$ cat config.mk
export PLATFORM = sky130hd
export DESIGN_NAME = torus_route_and_multicast_mask_flat
export DESIGN_NICKNAME = d
export VERILOG_FILES = /design/src/rtl/core/trm_pkg.sv /design/src/rtl/core/trm_hdr_if.sv /design/src/rtl/core/trm_route_if.sv /design/src/rtl/core/trm_cfg_if.sv /design/src/rtl/core/torus_route_and_multicast_mask.sv /design/src/rtl/core/trm_cfg_regs.sv /design/src/rtl/core/trm_route_calc.sv /design/src/flat_wrapper.sv
export SDC_FILE = /design/constraint.sdc
export NUM_CORES = 1
export LEC_CHECK = 0
export ABC_CLOCK_PERIOD_IN_PS = 10200
export BUFFER_PORTS_ARGS = -buffer_cell sky130_fd_sc_hd__buf_2
export CAP_MARGIN = 5
export CORE_MARGIN = 4
export CORE_UTILIZATION = 33
export DETAILED_ROUTE_END_ITERATION = 10
export GPL_ROUTABILITY_DRIVEN = 0
export SYNTH_ARGS = -nofsm -noshare
export SYNTH_HDL_FRONTEND = slang
export SYNTH_SLANG_ARGS = --single-unit
$ cat constraint.sdc
create_clock -name clk -period 10.2 [get_ports clk]
set_input_delay 2.04 -clock clk [delete_from_list [all_inputs] [get_ports clk]]
set_output_delay 2.04 -clock clk [all_outputs]
set_load 0.05 [all_outputs]
$ cat src/rtl/core/trm_pkg.sv
// Package: widths, register indexes, port bit positions and shared types.
package trm_pkg;

	localparam int MAX_DIM    = 16;
	localparam int COORD_W    = 4;
	localparam int SIZE_W     = $clog2(MAX_DIM + 1);
	localparam int CFG_IDX_W  = 3;
	localparam int CFG_DATA_W = SIZE_W;
	localparam int PORT_N     = 5;

	// Output port bit positions
	localparam int PORT_LOCAL = 0;
	localparam int PORT_NORTH = 1;
	localparam int PORT_SOUTH = 2;
	localparam int PORT_EAST  = 3;
	localparam int PORT_WEST  = 4;

	// Configuration register indexes
	typedef enum logic [CFG_IDX_W-1:0] {
		CFG_COORD_X     = 3'd0,
		CFG_COORD_Y     = 3'd1,
		CFG_MESH_WIDTH  = 3'd2,
		CFG_MESH_HEIGHT = 3'd3,
		CFG_NOC_SELECT  = 3'd4
	} cfg_idx_t;

	// Router configuration as seen by the route logic
	typedef struct packed {
		logic [COORD_W-1:0] coord_x;
		logic [COORD_W-1:0] coord_y;
		logic [SIZE_W-1:0]  mesh_width;
		logic [SIZE_W-1:0]  mesh_height;
		logic               noc_select;
	} cfg_t;

	// One flit header
	typedef struct packed {
		logic [COORD_W-1:0] dst_x;
		logic [COORD_W-1:0] dst_y;
		logic [COORD_W-1:0] src_x;
		logic [COORD_W-1:0] src_y;
		logic               bcast;
		logic [COORD_W-1:0] span_start_x;
		logic [COORD_W-1:0] span_start_y;
		logic [COORD_W-1:0] span_end_x;
		logic [COORD_W-1:0] span_end_y;
		logic               include_source;
		logic               column_first;
	} hdr_t;

	// One routing result
	typedef struct packed {
		logic [PORT_N-1:0] port_mask;
		logic              wrap;
	} res_t;

endpackage

$ cat src/rtl/core/trm_hdr_if.sv
// Interface: flit header channel.
interface trm_hdr_if;
	import trm_pkg::*;

	logic               valid;
	logic               ready;
	logic [COORD_W-1:0] dst_x;
	logic [COORD_W-1:0] dst_y;
	logic [COORD_W-1:0] src_x;
	logic [COORD_W-1:0] src_y;
	logic               bcast;
	logic [COORD_W-1:0] span_start_x;
	logic [COORD_W-1:0] span_start_y;
	logic [COORD_W-1:0] span_end_x;
	logic [COORD_W-1:0] span_end_y;
	logic               include_source;
	logic               column_first;

	modport source (
		output valid, dst_x, dst_y, src_x, src_y, bcast, span_start_x,
			span_start_y, span_end_x, span_end_y, include_source, column_first,
		input ready
	);
	modport sink (
		input valid, dst_x, dst_y, src_x, src_y, bcast, span_start_x,
			span_start_y, span_end_x, span_end_y, include_source, column_first,
		output ready
	);
endinterface

$ cat src/rtl/core/trm_route_if.sv
// Interface: routing result channel.
interface trm_route_if;
	import trm_pkg::*;

	logic              valid;
	logic              ready;
	logic [PORT_N-1:0] port_mask;
	logic              wrap;

	modport source (output valid, port_mask, wrap, input ready);
	modport sink (input valid, port_mask, wrap, output ready);
endinterface

$ cat src/rtl/core/trm_cfg_if.sv
// Interface: configuration register write channel.
interface trm_cfg_if;
	import trm_pkg::*;

	logic                  valid;
	logic                  ready;
	logic [CFG_IDX_W-1:0]  index;
	logic [CFG_DATA_W-1:0] data;

	modport source (output valid, index, data, input ready);
	modport sink (input valid, index, data, output ready);
endinterface

$ cat src/rtl/core/torus_route_and_multicast_mask.sv
// Torus route and multicast mask: header register, route logic, result register.
//
// Usage:
//  - hdr   : flit header items in (valid/ready). Accepted when valid and ready are high.
//  - route : result items out (valid/ready), one per header: port_mask and wrap.
//  - cfg   : register writes (valid/ready, index, data); ready is always high.
//    Write only while no header is in flight.
// A header is held in the header register and its result in the result register,
// where it is offered on route until it is taken.
// Throughput: one header per cycle while route is not stalled; the route logic
// sits between the header register and the result register.
// Reset (arst_n low): both stages empty, coordinate 0,0, torus 1x1, network 0.
// Stall: while route.ready is low the result holds; one more header may wait in
// the header register, after which hdr.ready drops until the result is taken.
module torus_route_and_multicast_mask (
	input  logic        clk,
	input  logic        arst_n,
	trm_hdr_if.sink     hdr,
	trm_route_if.source route,
	trm_cfg_if.sink     cfg
);
	import trm_pkg::*;

	cfg_t cfg_cur;
	hdr_t hdr_in;
	hdr_t hdr_s1;
	res_t res_calc;
	res_t res_s2;
	logic valid_s1;
	logic valid_s2;
	logic adv_s1;

	trm_cfg_regs u_cfg_regs (
		.clk     (clk),
		.arst_n  (arst_n),
		.cfg     (cfg),
		.cfg_out (cfg_cur)
	);

	// Gather the header fields
	assign hdr_in.dst_x          = hdr.dst_x;
	assign hdr_in.dst_y          = hdr.dst_y;
	assign hdr_in.src_x          = hdr.src_x;
	assign hdr_in.src_y          = hdr.src_y;
	assign hdr_in.bcast          = hdr.bcast;
	assign hdr_in.span_start_x   = hdr.span_start_x;
	assign hdr_in.span_start_y   = hdr.span_start_y;
	assign hdr_in.span_end_x     = hdr.span_end_x;
	assign hdr_in.span_end_y     = hdr.span_end_y;
	assign hdr_in.include_source = hdr.include_source;
	assign hdr_in.column_first   = hdr.column_first;

	// Flow control: a stage loads when it is empty or draining
	assign adv_s1    = !valid_s2 || route.ready;
	assign hdr.ready = !valid_s1 || adv_s1;

	always_ff @(posedge clk or negedge arst_n) begin
		if (!arst_n) begin
			valid_s1 <= 1'b0;
			valid_s2 <= 1'b0;
		end else begin
			if (hdr.ready)
				valid_s1 <= hdr.valid;
			if (adv_s1)
				valid_s2 <= valid_s1;
		end
	end

	// Header register
	always_ff @(posedge clk) begin
		if (hdr.valid && hdr.ready)
			hdr_s1 <= hdr_in;
	end

	trm_route_calc u_route_calc (
		.hdr (hdr_s1),
		.cfg (cfg_cur),
		.res (res_calc)
	);

	// Result register
	always_ff @(posedge clk) begin
		if (adv_s1 && valid_s1)
			res_s2 <= res_calc;
	end

	assign route.valid     = valid_s2;
	assign route.port_mask = res_s2.port_mask;
	assign route.wrap      = res_s2.wrap;
endmodule

$ cat src/rtl/core/trm_cfg_regs.sv
// Configuration register file: router coordinate, torus size, network select.
module trm_cfg_regs (
	input  logic                           clk,
	input  logic                           arst_n,
	trm_cfg_if.sink                        cfg,
	output trm_pkg::cfg_t                  cfg_out
);
	import trm_pkg::*;

	cfg_t regs_q;

	assign cfg.ready = 1'b1;
	assign cfg_out   = regs_q;

	// Register writes; unknown indexes are dropped
	always_ff @(posedge clk or negedge arst_n) begin
		if (!arst_n) begin
			regs_q.coord_x     <= '0;
			regs_q.coord_y     <= '0;
			regs_q.mesh_width  <= SIZE_W'(1);
			regs_q.mesh_height <= SIZE_W'(1);
			regs_q.noc_select  <= 1'b0;
		end else if (cfg.valid) begin
			unique case (cfg.index)
				CFG_COORD_X:     regs_q.coord_x     <= cfg.data[COORD_W-1:0];
				CFG_COORD_Y:     regs_q.coord_y     <= cfg.data[COORD_W-1:0];
				CFG_MESH_WIDTH:  regs_q.mesh_width  <= cfg.data[SIZE_W-1:0];
				CFG_MESH_HEIGHT: regs_q.mesh_height <= cfg.data[SIZE_W-1:0];
				CFG_NOC_SELECT:  regs_q.noc_select  <= cfg.data[0];
				default: ;
			endcase
		end
	end
endmodule

$ cat src/rtl/core/trm_route_calc.sv
// Route logic: unicast port and wrap, broadcast rectangle mask.
module trm_route_calc (
	input  trm_pkg::hdr_t hdr,
	input  trm_pkg::cfg_t cfg,
	output trm_pkg::res_t res
);
	import trm_pkg::*;

	// Wrapping span test: start <= end is a plain range, else it wraps
	function automatic logic in_span(logic [COORD_W-1:0] lo, logic [COORD_W-1:0] hi,
			logic [COORD_W-1:0] v);
		if (lo <= hi)
			return (v >= lo) && (v <= hi);
		return (v >= lo) || (v <= hi);
	endfunction

	// Position of a coordinate on a ring of the given size (coordinate mod size)
	function automatic logic [COORD_W-1:0] ring_pos(logic [COORD_W-1:0] here,
			logic [SIZE_W-1:0] size);
		logic [8:0]         lo;
		logic [8:0]         hi;
		logic [COORD_W-1:0] r;
		r = '0;
		for (int q = 0; q < MAX_DIM; q++) begin
			lo = 9'(q) * 9'(size);
			hi = lo + 9'(size);
			if ((9'(here) >= lo) && (9'(here) < hi))
				r = COORD_W'(9'(here) - lo);
		end
		return r;
	endfunction

	// Some ring position other than our own lies inside the span
	function automatic logic ahead(logic [COORD_W-1:0] here, logic [COORD_W-1:0] lo,
			logic [COORD_W-1:0] hi, logic [SIZE_W-1:0] size);
		logic [COORD_W-1:0] pos;
		logic               hit;
		pos = ring_pos(here, size);
		hit = 1'b0;
		for (int p = 0; p < MAX_DIM; p++) begin
			if ((SIZE_W'(p) < size) && (COORD_W'(p) != pos) &&
					in_span(lo, hi, COORD_W'(p)))
				hit = 1'b1;
		end
		return hit;
	endfunction

	logic [SIZE_W-1:0] w;
	logic [SIZE_W-1:0] h;
	logic [SIZE_W-1:0] w_last;
	logic [SIZE_W-1:0] h_last;
	logic              net1;
	logic              at_dst;
	logic              ix;
	logic              iy;
	logic              xa;
	logic              ya;
	logic              at_src;
	logic              x_fwd;
	logic              y_fwd;
	logic [PORT_N-1:0] uni_mask;
	logic              uni_wrap;
	logic [PORT_N-1:0] bc_mask;

	// Ring sizes saturate at the largest supported dimension
	assign w      = (cfg.mesh_width > SIZE_W'(MAX_DIM)) ? SIZE_W'(MAX_DIM) : cfg.mesh_width;
	assign h      = (cfg.mesh_height > SIZE_W'(MAX_DIM)) ? SIZE_W'(MAX_DIM) : cfg.mesh_height;
	assign w_last = w - SIZE_W'(1);
	assign h_last = h - SIZE_W'(1);
	assign net1   = cfg.noc_select;

	// Unicast: one port, wrap when leaving the ring edge
	assign at_dst = (hdr.dst_x == cfg.coord_x) && (hdr.dst_y == cfg.coord_y);

	always_comb begin
		uni_mask = '0;
		uni_wrap = 1'b0;
		priority if (at_dst) begin
			uni_mask[PORT_LOCAL] = 1'b1;
		end else if (!net1 && (cfg.coord_x != hdr.dst_x)) begin
			uni_mask[PORT_EAST] = 1'b1;
			uni_wrap = (w > SIZE_W'(1)) && (SIZE_W'(cfg.coord_x) == w_last) &&
				(SIZE_W'(hdr.dst_x) != w_last);
		end else if (!net1) begin
			uni_mask[PORT_SOUTH] = 1'b1;
			uni_wrap = (h > SIZE_W'(1)) && (SIZE_W'(cfg.coord_y) == h_last) &&
				(SIZE_W'(hdr.dst_y) != h_last);
		end else if (cfg.coord_y != hdr.dst_y) begin
			uni_mask[PORT_NORTH] = 1'b1;
			uni_wrap = (h > SIZE_W'(1)) && (cfg.coord_y == '0) && (hdr.dst_y != '0);
		end else begin
			uni_mask[PORT_WEST] = 1'b1;
			uni_wrap = (w > SIZE_W'(1)) && (cfg.coord_x == '0) && (hdr.dst_x != '0);
		end
	end

	// Broadcast: span membership and positions still to reach
	assign ix = (w != '0) && in_span(hdr.span_start_x, hdr.span_end_x, cfg.coord_x);
	assign iy = (h != '0) && in_span(hdr.span_start_y, hdr.span_end_y, cfg.coord_y);
	assign xa = ahead(cfg.coord_x, hdr.span_start_x, hdr.span_end_x, w);
	assign ya = ahead(cfg.coord_y, hdr.span_start_y, hdr.span_end_y, h);
	assign at_src = (cfg.coord_x == hdr.src_x) && (cfg.coord_y == hdr.src_y);

	// Major dimension spreads from the source line, minor inside the major span
	assign x_fwd = hdr.column_first ? (iy && xa) : (((cfg.coord_y == hdr.src_y) || iy) && xa);
	assign y_fwd = hdr.column_first ? (((cfg.coord_x == hdr.src_x) || ix) && ya) : (ix && ya);

	always_comb begin
		bc_mask = '0;
		bc_mask[PORT_LOCAL] = ix && iy && (hdr.include_source || !at_src);
		bc_mask[PORT_WEST]  = net1 && x_fwd;
		bc_mask[PORT_EAST]  = !net1 && x_fwd;
		bc_mask[PORT_NORTH] = net1 && y_fwd;
		bc_mask[PORT_SOUTH] = !net1 && y_fwd;
	end

	assign res.port_mask = hdr.bcast ? bc_mask : uni_mask;
	assign res.wrap      = !hdr.bcast && uni_wrap;
endmodule

$ cat src/flat_wrapper.sv
// flat-port wrapper written by rule: the top's interface ports become plain ports
module torus_route_and_multicast_mask_flat import trm_pkg::*;
  (clk, arst_n, hdr_valid, hdr_dst_x, hdr_dst_y, hdr_src_x, hdr_src_y, hdr_bcast, hdr_span_start_x, hdr_span_start_y, hdr_span_end_x, hdr_span_end_y, hdr_include_source, hdr_column_first, hdr_ready, route_valid, route_port_mask, route_wrap, route_ready, cfg_valid, cfg_index, cfg_data, cfg_ready);
  trm_hdr_if hdr_i ();
  trm_route_if route_i ();
  trm_cfg_if cfg_i ();
  input  logic clk;
  input  logic arst_n;
  input wire logic [$bits(hdr_i.valid)-1:0] hdr_valid;
  input wire logic [$bits(hdr_i.dst_x)-1:0] hdr_dst_x;
  input wire logic [$bits(hdr_i.dst_y)-1:0] hdr_dst_y;
  input wire logic [$bits(hdr_i.src_x)-1:0] hdr_src_x;
  input wire logic [$bits(hdr_i.src_y)-1:0] hdr_src_y;
  input wire logic [$bits(hdr_i.bcast)-1:0] hdr_bcast;
  input wire logic [$bits(hdr_i.span_start_x)-1:0] hdr_span_start_x;
  input wire logic [$bits(hdr_i.span_start_y)-1:0] hdr_span_start_y;
  input wire logic [$bits(hdr_i.span_end_x)-1:0] hdr_span_end_x;
  input wire logic [$bits(hdr_i.span_end_y)-1:0] hdr_span_end_y;
  input wire logic [$bits(hdr_i.include_source)-1:0] hdr_include_source;
  input wire logic [$bits(hdr_i.column_first)-1:0] hdr_column_first;
  output wire logic [$bits(hdr_i.ready)-1:0] hdr_ready;
  output wire logic [$bits(route_i.valid)-1:0] route_valid;
  output wire logic [$bits(route_i.port_mask)-1:0] route_port_mask;
  output wire logic [$bits(route_i.wrap)-1:0] route_wrap;
  input wire logic [$bits(route_i.ready)-1:0] route_ready;
  input wire logic [$bits(cfg_i.valid)-1:0] cfg_valid;
  input wire logic [$bits(cfg_i.index)-1:0] cfg_index;
  input wire logic [$bits(cfg_i.data)-1:0] cfg_data;
  output wire logic [$bits(cfg_i.ready)-1:0] cfg_ready;
  assign hdr_i.valid = hdr_valid;
  assign hdr_i.dst_x = hdr_dst_x;
  assign hdr_i.dst_y = hdr_dst_y;
  assign hdr_i.src_x = hdr_src_x;
  assign hdr_i.src_y = hdr_src_y;
  assign hdr_i.bcast = hdr_bcast;
  assign hdr_i.span_start_x = hdr_span_start_x;
  assign hdr_i.span_start_y = hdr_span_start_y;
  assign hdr_i.span_end_x = hdr_span_end_x;
  assign hdr_i.span_end_y = hdr_span_end_y;
  assign hdr_i.include_source = hdr_include_source;
  assign hdr_i.column_first = hdr_column_first;
  assign hdr_ready = hdr_i.ready;
  assign route_valid = route_i.valid;
  assign route_port_mask = route_i.port_mask;
  assign route_wrap = route_i.wrap;
  assign route_i.ready = route_ready;
  assign cfg_i.valid = cfg_valid;
  assign cfg_i.index = cfg_index;
  assign cfg_i.data = cfg_data;
  assign cfg_ready = cfg_i.ready;
  torus_route_and_multicast_mask u_core (.clk(clk), .arst_n(arst_n), .hdr(hdr_i), .route(route_i), .cfg(cfg_i));
endmodule
==> impl_metrics.tcl, run 1 <==
set metrics [dict create \
    syn-instance-count 1809 \
    grt_pass1_wl_um 77500 \
    worst_pin_slew_ps 1230 \
    ff2ff_setup_slack_ps 2130 \
    holdCritStartpoint "u_core.valid_s1" \
    skew_ps 2.08 \
    area_delta_synth_final_pct 7.86 \
    wl_um 49400 \
    clockBufferDepth 2 \
    ys_ff_latch 62 \
    num_rows 77 \
    wl_per_cell_um 20.3 \
    cts_sinks 62 \
    final_cell_mix "ha_1, inv_1, nor2_1" \
    cts_tree "built" \
    min_to "u_core.route.valid" \
    critPathCaptureType "flop" \
    final_common_cell "ha_1" \
    rsz0062_at_grt "no" \
    outcome "finished clean" \
    grtUsageTotal_pct 19.7 \
    synth-main-ff-cell "edfxtp_1" \
    hold_buffers 0 \
    die_h_um 221 \
    relSlewSlack_pct 17.1 \
    antenna_found_initial 0 \
    seq_area_frac_synth_pct 11.8 \
    hold_class "flop to flop" \
    cp.required_ps 10260 \
    r2r_cells 21 \
    crit_fanout 41 \
    synth_edf_count 41 \
    place_ws_ps 2290 \
    ios 57 \
    r2r-start "u_core.u_cfg_regs.cfg_out[5]" \
    post-route-drc-count 0 \
    ys_warn_count 0 \
    vias 14495 \
    period_share_pct 79.1 \
    period_minus_slack_ps 8070 \
    setup_tns_ps 0 \
    setup_slack_ps 2130 \
    peakVddDrop_mv 0.148 \
    first_pass_iters 5 \
    fmax_mhz 124 \
    synth_area_per_cell_um2 8.25 \
    holdWs_ps 481 \
    dp_hpwl_um 39300 \
    crit_type "flop to flop" \
    grt_max_degree 49 \
    async_reset_ff_share_pct 33.9 \
    cts-root-buf "clkbuf_16" \
    initial_utilization_pct 33.5 \
    r2r_end "u_core.route.port_mask[1]" \
    grt_pass1_vias 13943 \
    p_leak_nw 6.89 \
    die_w_um 221 \
    coreArea_mm2 0.0445 \
    cap_violations 0 \
    clk_pin_slew_worst_paths_ps 50 \
    seq_area_mm2 0.00176 \
    ys_types 109 \
    cts_htree_levels 3 \
    cts_resized 0 \
    power.density_cell_area_mw_per_mm2 319 \
    start_kind "flop" \
    finalSetupViolCount 0 \
    drt_iter0_drc 1326 \
    worstSkewPairLatency_ps 320 \
    startpoint "u_core.u_cfg_regs.cfg_out[5]" \
    n_fill_cell 4672 \
    die-area_mm2 0.0487 \
    postCtsSetupBuffers 0 \
    multi_input_area_mm2 0.0123 \
    vias_per_cell 5.96 \
    grt_overflow 0 \
    finalHoldViolations 0 \
    syn_area_mm2 0.0149 \
    cts_buffers 9 \
    drive_above_1_share_pct 8.86 \
    hold_depth 1 \
    nets 2178 \
    drv_slew 0 \
    arrival_ps 8130 \
    io_buffers 55 \
    postRouteAntennaNets 0 \
]
registers in the layout, summed over array words and instances, names as in the netlist:
signal and count:
u_core.hdr_s1 35, u_core.u_cfg_regs.cfg_out 19, u_core.route.port_mask 5, u_core.route.valid 1, u_core.route.wrap 1, u_core.valid_s1 1
critical path, stage by stage (launching register included):
cell	delay, ps
dfrtp_2	860
buf_4	410
nand2b_2	490
inv_2	330
fa_1	620
fa_1	600
inv_1	100
fa_1	470
ha_1	240
a2111oi_0	630
nor2_1	110
o211ai_1	210
a2111oi_1	90
buf_4	180
o21ai_0	230
nand2_1	80
o31ai_1	940
nand3_1	140
a211oi_1	300
o221ai_1	170
nor4_1	440
o21ai_1	130
routing by layer:
| layer | GRT usage [%] | share of wire [%] | vias up |
|---|---|---|---|
| li1 | - | - | 6781 |
| met1 | 27.1 | 44 | 6945 |
| met2 | 32.7 | 46 | 638 |
| met3 | 2.09 | 6.8 | 131 |
| met4 | 5.70 | 3.4 | 0 |
| met5 | 0 | 0 | - |
kinds of logic (layout without fill, tap and decap cells):
logic type | after synthesis | count (layout) | synth area share (%)
AOI/OAI and AO/OA | 518 | 518 | 24.9
xor gates and xnor gates | 102 | 102 | 5.99
adders and majority gates | 319 | 319 | 29.2
buffers and inverters | 210 | 238 | 5.63
DFF | 62 | 62 | 11.8
muxes | 29 | 29 | 2.11
other | 2 | 7 | 0.0503
and+or+nand+nor | 567 | 567 | 20.3
Yosys cell counts (9+ instances only):
master / count / area share, %
a221oi_1: 11 / 0.65
or2_2: 13 / 0.54
nand3_1: 35 / 1.2
fa_1: 57 / 7.6
inv_1: 140 / 3.5
nor3_1: 41 / 1.4
a211oi_1: 24 / 1.2
nand3b_1: 9 / 0.45
o211ai_1: 18 / 0.91
a21oi_1: 105 / 3.5
and3_1: 9 / 0.38
a311oi_1: 9 / 0.53
o22ai_1: 13 / 0.54
dfrtp_1: 19 / 3.2
a211o_1: 13 / 0.76
ha_1: 238 / 20
o221ai_1: 9 / 0.53
buf_2: 18 / 0.60
o21a_1: 18 / 0.91
nand2_1: 111 / 2.8
maj3_1: 24 / 1.6
xnor2_1: 63 / 3.7
nor2_1: 125 / 3.1
a31oi_1: 25 / 1.0
a2111oi_0: 11 / 0.65
xor2_1: 39 / 2.3
nor3b_1: 10 / 0.50
a21o_1: 27 / 1.4
o21ai_0: 87 / 2.9
clkbuf_1: 39 / 0.98
edfxtp_1: 41 / 8.2
nand2b_1: 50 / 2.1
nor2b_1: 39 / 1.6
nor4_1: 22 / 0.92
and2_1: 19 / 0.80
o31ai_1: 15 / 0.75
mux2_2: 16 / 1.2
or3_1: 13 / 0.54
nand4_1: 15 / 0.63
mux2i_1: 12 / 0.80
how the worst max path moves through the flow:
stage                                 to  slack [ps]  cells after the start
2_1_floorplan  u_core.route.port_mask[3]        2720                     26
5_1_grt        u_core.route.port_mask[1]        1560                     19
6_report       u_core.route.port_mask[1]        2130                     21
3_5_place_dp   u_core.route.port_mask[1]        2290                     23
3_3_place_gp   u_core.route.port_mask[1]        2460                     23
4_1_cts        u_core.route.port_mask[1]        2290                     23
area by class of cell:
| type | count | share of cell area (%) |
|---|---|---|
| Multi-Input combinational cell | 1540 | 76.6 |
| Sequential cell | 62 | 10.9 |
| Tap cell | 592 | 4.60 |
| Inverter | 145 | 3.38 |
| Timing Repair Buffer | 77 | 2.74 |
| Clock buffer | 11 | 1.51 |
| Clock inverter | 5 | 0.155 |
| Antenna cell | 2 | 0.0311 |
stage by stage:
stage          utilization (%)  power [mW]  std cells  instance area [um2]
2_1_floorplan                -        3.69       1812                14900
3_3_place_gp              35.6        4.67       2416                15800
3_5_place_dp              35.6        4.74       2416                15800
4_1_cts                   36.2        5.04       2432                16100
5_1_grt                   36.2        5.59       2432                16100
6_report                  36.2        5.14       2434                16100
where the power goes:
group | switching, mW | leakage [nW] | total, mW | internal [mW]
Combinational | 2.72 | 6.11 | 4.49 | 1.77
Clock | 0.104 | 0.130 | 0.272 | 0.168
Sequential | 0.0687 | 0.642 | 0.373 | 0.304
Note: power is estimated with default switching activity, not from simulation.
==> inputs of run 2 (changes only) <==
--- a/config.mk
+++ b/config.mk
@@ -5,7 +5,7 @@
 export SDC_FILE = /design/constraint.sdc
 export NUM_CORES = 1
 export LEC_CHECK = 0
-export ABC_CLOCK_PERIOD_IN_PS = 10200
+export ABC_CLOCK_PERIOD_IN_PS = 8050
 export BUFFER_PORTS_ARGS = -buffer_cell sky130_fd_sc_hd__buf_2
 export CAP_MARGIN = 5
 export CORE_MARGIN = 4
==> constraint.sdc (replaced) <==
create_clock -name clk -period 8.05 [get_ports clk]
set_input_delay 1.61 -clock clk [delete_from_list [all_inputs] [get_ports clk]]
set_output_delay 1.61 -clock clk [all_outputs]
set_load 0.05 [all_outputs]
==> run 2 against run 1 <==
Worst hold slack better by 20 ps. Highest routed layer is now met5. Clock-buffer cell count is 2 lower. Power is 28% higher. Critical path depth up 1.
==> impl_metrics.tcl, run 2 (synthesis gave the netlist of run 1 again) <==
set metrics [dict create \
    hold_buffers 0 \
    grt_overflow 0 \
    arrival_ps 7120 \
    dr_wl_met2_um 22800 \
    cts_htree_levels 3 \
    cts_resized 0 \
    wl_per_cell_um 20.2 \
    hold_class "flop to flop" \
    relSlewSlack_pct 20.6 \
    finalHoldViolations 0 \
    multi_input_area_mm2 0.0123 \
    crit_slowest_cell "fa_1" \
    cts_tree "built" \
    cts-root-buf "clkbuf_16" \
    antenna_found_initial 1 \
    cap_violations 0 \
    diodes 0 \
    rsz0062_at_grt "no" \
    worst_pin_slew_ps 1180 \
    final_common_cell "ha_1" \
    place_area_mm2 0.0159 \
    dp_cells 2426 \
    final_cell_mix "ha_1, inv_1, nor2_1" \
    worstSkewPairLatency_ps 330 \
    n_fill_cell 4653 \
    postRouteAntennaNets 0 \
    p_total_mw 6.60 \
    setup_tns_ps 0 \
    max_stage_delay_ps 680 \
    cts_buffers 9 \
    place_ws_ps 1150 \
    wl_um 49300 \
    coreArea_mm2 0.0445 \
    vias_per_cell 5.94 \
    path_cells "inv_2 > nand2_1 > inv_1 > ha_1 > inv_1 > fa_1 > fa_1 > xnor2_1 > xnor2_1 > ha_1 > nor2_1 > nor3_1 > o21ai_0 > o21ai_1 > o41ai_1 > a32o_1 > a31o_1 > or3b_1 > o41ai_2 > nor2_1 > o41ai_2 > a21oi_1" \
    crit_fanout 15 \
    cts_sinks 62 \
    largest_reg_flops 35 \
    first_pass_iters 6 \
    final_util_pct 36.5 \
    regMostFlops "u_core.hdr_s1" \
    grt_pass1_vias 14180 \
    holdWs_ps 502 \
    drv_slew 0 \
    design_area_mm2 0.0162 \
    initial_utilization_pct 33.5 \
    area_delta_synth_final_pct 8.80 \
    dp_hpwl_um 39500 \
    ios 57 \
    finalSetupViolCount 0 \
    crit_type "flop to flop" \
    period_share_pct 87.7 \
    wl_met3_um 3330 \
    nets 2188 \
    critPathCaptureType "flop" \
    wl_met1_um 21300 \
    cp.required_ps 8110 \
    drt_iter0_drc 1148 \
    outcome "finished clean" \
    die_w_um 221 \
    clk_pin_slew_worst_paths_ps 60 \
    grt_max_degree 39 \
    postCtsSetupBuffers 0 \
    clockBufferDepth 2 \
    post-route-drc-count 0 \
    p_leak_nw 6.97 \
    io_buffers 55 \
    maxUsedRoutingLayer "met5" \
    crit_buf_inv 3 \
    vias 14506 \
    skew_ps 6.20 \
    seq_area_mm2 0.00176 \
    setup_slack_ps 992 \
    grtUsageTotal_pct 19.9 \
    start_kind "flop" \
    die-area_mm2 0.0487 \
    die_h_um 221 \
    power.density_cell_area_mw_per_mm2 406 \
    period_minus_slack_ps 7060 \
    peakVddDrop_mv 0.203 \
    num_rows 77 \
    fmax_mhz 142 \
    instances_no_fill 2442 \
    drive_above_1_share_pct 9.51 \
    crit_family "compound AO/OA/AOI/OAI gates" \
    grt_pass1_wl_um 77900 \
]
run 2: cell types whose count changed in the layout (fill, tap and decap cells not counted), sizes merged:
cell,delta
diode,-2
bufinv,+3
buf,+10
clkbuf,-2
clkinv,-1
run 2: layout make-up:
class | instances | area share (%)
multi-input cells | 1540 | 76.0
flip-flops and latches | 62 | 10.8
well taps | 592 | 4.56
inverters | 145 | 3.35
repair buffers | 87 | 3.17
clock buffers | 9 | 1.39
clock inverters | 7 | 0.693
run 2: worst paths after layout:
kind	depth (start not counted)	endpoint	slack, ps	startpoint
worst min-delay path	1	u_core.route.valid	500	u_core.valid_s1
min in group asynchronous	1	u_core.valid_s1	1270	arst_n
worst max-delay path	22	u_core.route.port_mask[3]	990	u_core.u_cfg_regs.cfg_out[10]
worst max register to register	22	u_core.route.port_mask[3]	990	u_core.u_cfg_regs.cfg_out[10]
max in group asynchronous	1	u_core.u_cfg_regs.cfg_out[10]	6360	arst_n
worst min register to register	1	u_core.route.valid	500	u_core.valid_s1
run 2: routing by layer:
metal	global-route usage, %	vias to the layer above
met1	26.6	6927
met3	2.61	132
met4	7.11	2
met2	32.9	633
met5	0	-
li1	-	6812
run 2: where the power goes:
part / total [mW] / internal, mW / leakage (nW) / switching [mW]
logic: 5.69 / 2.26 / 6.16 / 3.42
registers: 0.467 / 0.385 / 0.642 / 0.0816
clock network: 0.442 / 0.300 / 0.165 / 0.141
==> inputs of run 3 (changes only) <==
--- a/config.mk
+++ b/config.mk
@@ -5,13 +5,14 @@
 export SDC_FILE = /design/constraint.sdc
 export NUM_CORES = 1
 export LEC_CHECK = 0
-export ABC_CLOCK_PERIOD_IN_PS = 8050
+export ABC_CLOCK_PERIOD_IN_PS = 8220
 export BUFFER_PORTS_ARGS = -buffer_cell sky130_fd_sc_hd__buf_2
 export CAP_MARGIN = 5
 export CORE_MARGIN = 4
-export CORE_UTILIZATION = 33
+export CORE_UTILIZATION = 40
 export DETAILED_ROUTE_END_ITERATION = 10
 export GPL_ROUTABILITY_DRIVEN = 0
+export PLACE_DENSITY = 0.57
 export SYNTH_ARGS = -nofsm -noshare
 export SYNTH_HDL_FRONTEND = slang
 export SYNTH_SLANG_ARGS = --single-unit
==> constraint.sdc (replaced) <==
create_clock -name clk -period 8.22 [get_ports clk]
set_input_delay 1.644 -clock clk [delete_from_list [all_inputs] [get_ports clk]]
set_output_delay 1.644 -clock clk [all_outputs]
set_load 0.05 [all_outputs]
==> run 3 against run 2 <==
Die area shrank 17%. Non-clock buffer count grew 2. Wire length increased by 1.9%. Clock-buffer cell count is 1 higher. Sequential power down 3%. Critical path depth stayed put. Power is 1.6% lower. Critical endpoint is now u_core.route.port_mask[2]. Critical path type unchanged. Final area fell by 0.89%. Sequential cell count is the same. Clock skew increased by 3.5 ps. Utilization grew 7.4 points.
==> impl_metrics.tcl, run 3 (synthesis gave the netlist of run 1 again) <==
set metrics [dict create \
    holdWs_ps 494 \
    cts_resized 0 \
    finalHoldViolations 0 \
    diodes 0 \
    wl_per_cell_um 21.6 \
    grt_overflow 0 \
    skew_ps 9.66 \
    setup_tns_ps 0 \
    critPathCaptureType "flop" \
    hold_buffers 0 \
    period_share_pct 89.7 \
    regMostFlops "u_core.hdr_s1" \
    grt_pass1_wl_um 79300 \
    clockBufferDepth 2 \
    area_delta_synth_final_pct 7.83 \
    period_minus_slack_ps 7370 \
    antenna_found_initial 0 \
    cts_htree_levels 3 \
    worstSkewPairLatency_ps 340 \
    coreArea_mm2 0.0367 \
    arrival_ps 7450 \
    vias 14405 \
    cts_sinks 62 \
    ios 57 \
    die-area_mm2 0.0405 \
    die_w_um 201 \
    cts_buffers 9 \
    peakVddDrop_mv 0.173 \
    cap_violations 0 \
    fmax_mhz 136 \
    crit_type "flop to flop" \
    relSlewSlack_pct 14.0 \
    drive_above_1_share_pct 9.61 \
    dp_hpwl_um 40200 \
    num_rows 70 \
    first_pass_iters 6 \
    cts-root-buf "clkbuf_16" \
    final_cell_mix "ha_1, inv_1, nor2_1" \
    postCtsSetupBuffers 0 \
    largest_reg_flops 35 \
    post-route-drc-count 0 \
    outcome "finished clean" \
    vias_per_cell 6.21 \
    worst_pin_slew_ps 1280 \
    io_buffers 55 \
    grt_max_degree 41 \
    start_kind "flop" \
    postRouteAntennaNets 0 \
    initial_utilization_pct 40.7 \
    drv_slew 0 \
    wl_um 50200 \
    grt_pass1_vias 14082 \
    finalSetupViolCount 0 \
    rsz0062_at_grt "no" \
    p_leak_nw 6.97 \
    cts_tree "built" \
    clk_pin_slew_worst_paths_ps 60 \
    drt_iter0_drc 1293 \
    hold_class "flop to flop" \
    crit_fanout 13 \
    cp.required_ps 8290 \
    die_h_um 201 \
    power.density_cell_area_mw_per_mm2 403 \
    grtUsageTotal_pct 24.0 \
    nets 2190 \
    final_common_cell "ha_1" \
]
==> run 3: path summary, 6_finish.rpt <==
check | from | to | slack, ps | cells past startpoint
max | u_core.u_cfg_regs.cfg_out[1] | u_core.route.port_mask[2] | 850 | 22
min | u_core.valid_s1 | u_core.route.valid | 490 | 1
max reg2reg | u_core.u_cfg_regs.cfg_out[1] | u_core.route.port_mask[2] | 850 | 22
min reg2reg | u_core.valid_s1 | u_core.route.valid | 490 | 1
max in group asynchronous | arst_n | u_core.u_cfg_regs.cfg_out[10] | 6500 | 1
min in group asynchronous | arst_n | u_core.route.valid | 1300 | 1
==> run 3: layout make-up <==
| class | instances | area, um2 |
|---|---|---|
| flip-flops and latches | 62 | 1760 |
| clock inverters | 6 | 93.8 |
| fillers | 3684 | 20600 |
| multi-input cells | 1540 | 12300 |
| clock buffers | 10 | 239 |
| repair buffers | 89 | 531 |
| well taps | 468 | 586 |
| inverters | 145 | 544 |
==> run 3: through the flow <==
stage	cells	worst slack, ps	cell area [um2]	util [%]	total power [mW]
floorplan	1812	738	14900	-	4.58
finish	2320	846	16100	43.9	6.49
CTS	2320	973	16100	43.9	6.40
detailed placement	2304	984	15800	42.9	5.94
global route	2320	339	16100	43.9	7.06
global placement	2304	1210	15800	42.9	5.86
==> run 3: critical path: stages (launching register included) <==
cell and delay (ps):
dfstp_2 700, nor2b_1 210, inv_1 60, buf_4 170
ha_1 480, inv_1 290, fa_1 600, inv_1 50
ha_1 320, xnor2_1 140, ha_1 290, a21oi_1 130
nand2_1 70, and3_1 170, a2111oi_4 800, o31a_1 250
nand2_1 60, o31ai_1 980, nand3_1 160, a211oi_1 310
o221ai_1 160, nor4_1 550, o21ai_1 140
==> run 3: layer usage <==
metal | up-vias | global-route usage, % | part of all wire, %
met5 | - | 0 | 0
met4 | 0 | 6.52 | 2.8
met3 | 97 | 2.13 | 5.8
met2 | 557 | 41.3 | 48
met1 | 6942 | 32.4 | 44
li1 | 6809 | - | -
==> run 3: power breakdown <==
part           leakage [nW]  internal [mW]  total, mW  switching, mW
Combinational          6.17           2.22       5.61           3.39
Sequential            0.642          0.377      0.452         0.0749
Clock                 0.159          0.276      0.430          0.154
